--- src/sct_ram.sv ---
`default_nettype none
module sct_ram #(
    parameter int unsigned WIDTH = 8,
    parameter int unsigned DEPTH = 16
) (
    input  wire logic                     clk,
    input  wire logic                     we,
    input  wire logic [$clog2(DEPTH)-1:0] waddr,
    input  wire logic [WIDTH-1:0]         wdata,
    input  wire logic [$clog2(DEPTH)-1:0] raddr,
    output logic      [WIDTH-1:0]         rdata
);
    logic [WIDTH-1:0] mem [DEPTH];

    // One write port, one registered read port.
    always_ff @(posedge clk)
    begin
        if (we)
        begin
            mem[waddr] <= wdata;
        end
        rdata <= mem[raddr];
    end
endmodule
`default_nettype wire

--- config.mk ---
export PLATFORM = sky130hd
export DESIGN_NAME = sct_ram
export DESIGN_NICKNAME = d
export VERILOG_FILES = /design/src/sct_ram.sv
export SDC_FILE = /design/constraint.sdc
export NUM_CORES = 1
export LEC_CHECK = 0
export ABC_AREA = 1
export BUFFER_PORTS_ARGS = -buffer_cell sky130_fd_sc_hd__buf_2
export CAP_MARGIN = 25
export CORE_MARGIN = 4
export CORE_UTILIZATION = 61
export DETAILED_ROUTE_END_ITERATION = 16
export GPL_TIMING_DRIVEN = 0
export PLACE_DENSITY = 0.79
export SYNTH_ARGS = -nofsm -noshare
export SYNTH_HDL_FRONTEND = slang
export SYNTH_SLANG_ARGS = --single-unit
--- constraint.sdc ---
create_clock -name clk -period 1.2 [get_ports clk]
set_clock_uncertainty 0.05 [all_clocks]
set_input_delay 0.12 -clock clk [delete_from_list [all_inputs] [get_ports clk]]
set_output_delay 0.12 -clock clk [all_outputs]
set_load 0.01 [all_outputs]
=== Yosys cells after proc, flatten, opt, wreduce, memory -nomap -nowiden ===
Memory sizes are Yosys's and may differ from the RTL's. A register that Yosys moved wholly into a read port is not among the register bits.
Cells that the tools add are included.
W data, S select, Z words.

* Word-level logic and storage cells: 3
* Register bits after elaboration: 0
* RAM bits: 128
* Memories: 1
* Output and inout port bits: 8

* Multiplexer cells: 2

{| class="wikitable"
|+ Memories
! memory !! words !! bits a word !! rd ports !! clocked after memory_dff !! wr ports !! line !! text
|-
| mem || 16 || 8 || 1 || 1 || 1 || 13 || <nowiki>logic [WIDTH-1:0] mem [DEPTH];</nowiki>
|}

{| class="wikitable"
|+ Operators with widths
! operator !! number
|-
| $mux W1 || 2
|}

=== Longest topological paths before layout ===
* Depth in word-level cells: 2
* Gate-level depth with buffers: 8
* Mapped depth without buffers: 7

=== Worst setup path before layout ===
Ideal clock, no wire load.

* Kind: in2reg
* From: input waddr[3]
* To: memory mem[4][0], enable pin
* Arrival: 0.701 ns
* Path buffers: 0
* Setup slack: 0.079 ns
* Cell stages on the path: 2
* Data required time: 0.780 ns
* Library setup time: 0.370 ns
* Cells stage by stage: nand3b_1 > nor2_1

{| class="wikitable"
|+ RTL lines
! what !! line !! text
|-
| from (decl) || 8 || <nowiki>input wire logic [$clog2(DEPTH)-1:0] waddr,</nowiki>
|-
| to (decl) || 13 ||
|}

Straight into the memory's write port.

=== Worst setup path after layout ===
* From: input waddr[2]
* To: memory mem[11][5], enable pin

Straight into the memory's write port.

==> results.toml <==
[grt]
gr-total-overflow = 0
met2_usage = 0.399
grt_max_degree = 17
grt_pass1_wl_mm = 21.6
top_usage_layer = "met2"
antenna_found_initial = 0
grt_pass1_vias = 4023
grtUsageTotal = 0.263
globalRouteMet3Util = 0.0551
met1_usage = 0.358

[clocking]
clkSinkCount = 136
cts_htree_levels = 4
cts_buffer_depth = 2
cts_made_buffers = 17
tritoncts = "yes"
postCtsSetupBuffers = 0
clk_pin_slew_ns = 0.06
clockRootBuffer = "clkbuf_8"
clk_latency_ns = 0.52

[worst_setup_path]
slowest_stage = "nor2_1"
crit_type = "input pin to flop"
cp_num_buf_inv = 1
cp_slowest_stage_delay_ns = 0.72
critical_path.top_delay_family = "simple AND/OR/NAND/NOR gates"
reg2reg_depth = 6
setup.worst_path.end_class = "flop"
worstSetupStartpointType = "input pin"
crit_path_max_fanout = 8
cp.depth = 3
crit_required_ns = 1.29
worst_ep_arrival_time_ns = 1.24
path_cells = "buf_2 -> nand3b_1 -> nor2_1"

[sta]
fin_crit_sh = 0.952
setup_viol = 0
drv_slew = 0
setup_slack_ns = 0.0572
max_freq_mhz = 875
worstMarginPinSlew_ns = 0.855
slew_headroom = 0.428
rsz0062_at_grt = "true"
fin_tns_setup_ns = 0
period_minus_slack_ns = 1.14
finalHoldViolations = 0

[yosys]
netlist_area_um2 = 5770
yosys_warnings = 0
yosysSeqAreaShare = 0.694
avgSynthCellArea_um2 = 10.5
yosysTopAreaCellShare = 0.667
synth_area_leaders = "edfxtp_1, nand2_1, nand3_1"
synth_nets = 569
syn_inst = 551
synth.distinct_cells = 12
yosysTopAreaCell = "edfxtp_1"
synth_seq_cells = 136

[drt]
drtIter0Drc = 499
drc = 0
postRouteAntennaNets = 0
routedWlPerCell_um = 18.2
vias = 4062
wl_mm = 13.5
avgViaCountPerCell = 5.47
firstDrtPassIters = 6

[layout]
layout_commonest_cell = "nand2_1"
drive_above_1_share = 0.130
area_delta_synth_final_pct = 16.9
fin_util = 0.729
antennaDiodeCount = 0
regArea_um2 = 4000
postLayoutCellArea_um2 = 6740
multi_input_area_um2 = 1220
layout.cells.most_common_list = "nand2_1, edfxtp_1, inv_1"
final_nets = 619
fillers = 592

[power]
ir_worst_vdd_v = 0.000978
total_power_mw = 11.4
power_leakage_nw = 2.95
power_density_nw_per_um2 = 1680

[floorplan]
pin_count = 26
die_w_um = 105
design.core.area_um2 = 9240
die_h_um = 105
placementRows = 35
start_util = 0.624
die_area_um2 = 11100

[place]
place_area_um2 = 6040
place.detailed.hpwl_mm = 8.67
portBuffers = 22
globalplace.congestion = 0.911
post-place-ws_ns = -0.448

[hold_path]
hold_depth = 4
hold_path_class = "input pin to flop"

[status]
outcome = "complete, no violations"

[flow_run]
cap_violations = 0
==> metal layers <==
metal	vias up	share of wire
li1	1872	-
met1	1879	0.39
met2	264	0.46
met3	47	0.11
met4	0	0.041
met5	-	0
==> final cells by class <==
type | count | share of cell area
clock inverters | 15 | 0.0280
flip-flops and latches | 136 | 0.594
plain buffers | 23 | 0.0241
clock buffers | 17 | 0.0614
inverters | 102 | 0.0568
repair buffers | 32 | 0.0312
well taps | 129 | 0.0239
multi-input cells | 289 | 0.180
==> metrics by stage <==
stage	hold slack (ns)	cells
floorplan	0.169	551
global placement	0.465	702
detailed placement	0.469	702
CTS	0.00355	744
global route	0.0269	743
finish	0.0306	743
==> registers in the layout, summed over array words and instances, names as in the netlist <==
signal and count:
mem 128, rdata 8
==> where the power goes <==
part           total (mW)  internal, mW  switching, mW  leakage (nW)
registers            5.34          5.31         0.0268          1.22
logic               0.728         0.225          0.503          1.43
clock network        5.29          3.21           2.08         0.296
==> synth_stat cells <==
library cell	number
buf_1	1
buf_2	13
buf_4	4
buf_6	6
dfxtp_1	8
edfxtp_1	128
inv_1	100
inv_2	2
nand2_1	173
nand3_1	97
nand3b_1	2
nor2_1	17
==> tightest hold or removal path: cells and delay by family <==
kind                   cells  cell delay (ns)
buffers and inverters      1             0.14
AND/OR/NAND/NOR            3             0.30
==> worst paths after layout <==
check	start	to	slack, ns
worst max-delay path	waddr[2]	mem[11][5]	0.06
worst min register to register	mem[10][7]	rdata[7]	0.66
worst max register to register	mem[5][3]	rdata[3]	0.10
worst min-delay path	raddr[2]	rdata[6]	0.03
==> kinds of logic (layout without fill, tap and decap cells) <==
| group | count (synthesis) | after routing | synth area share |
|---|---|---|---|
| simple gates | 289 | 289 | 0.210 |
| flops | 136 | 136 | 0.694 |
| buf+inv | 126 | 189 | 0.0952 |
==> timing repair <==
| action | CTS | global route |
|---|---|---|
| endpoints found under the hold margin | 135 | 0 |
| hold buffers | 10 | 0 |
| endpoints found under the setup margin | 0 | 20 |
| resized for setup | 0 | 1 |
Power figures use the tool's default switching activity.
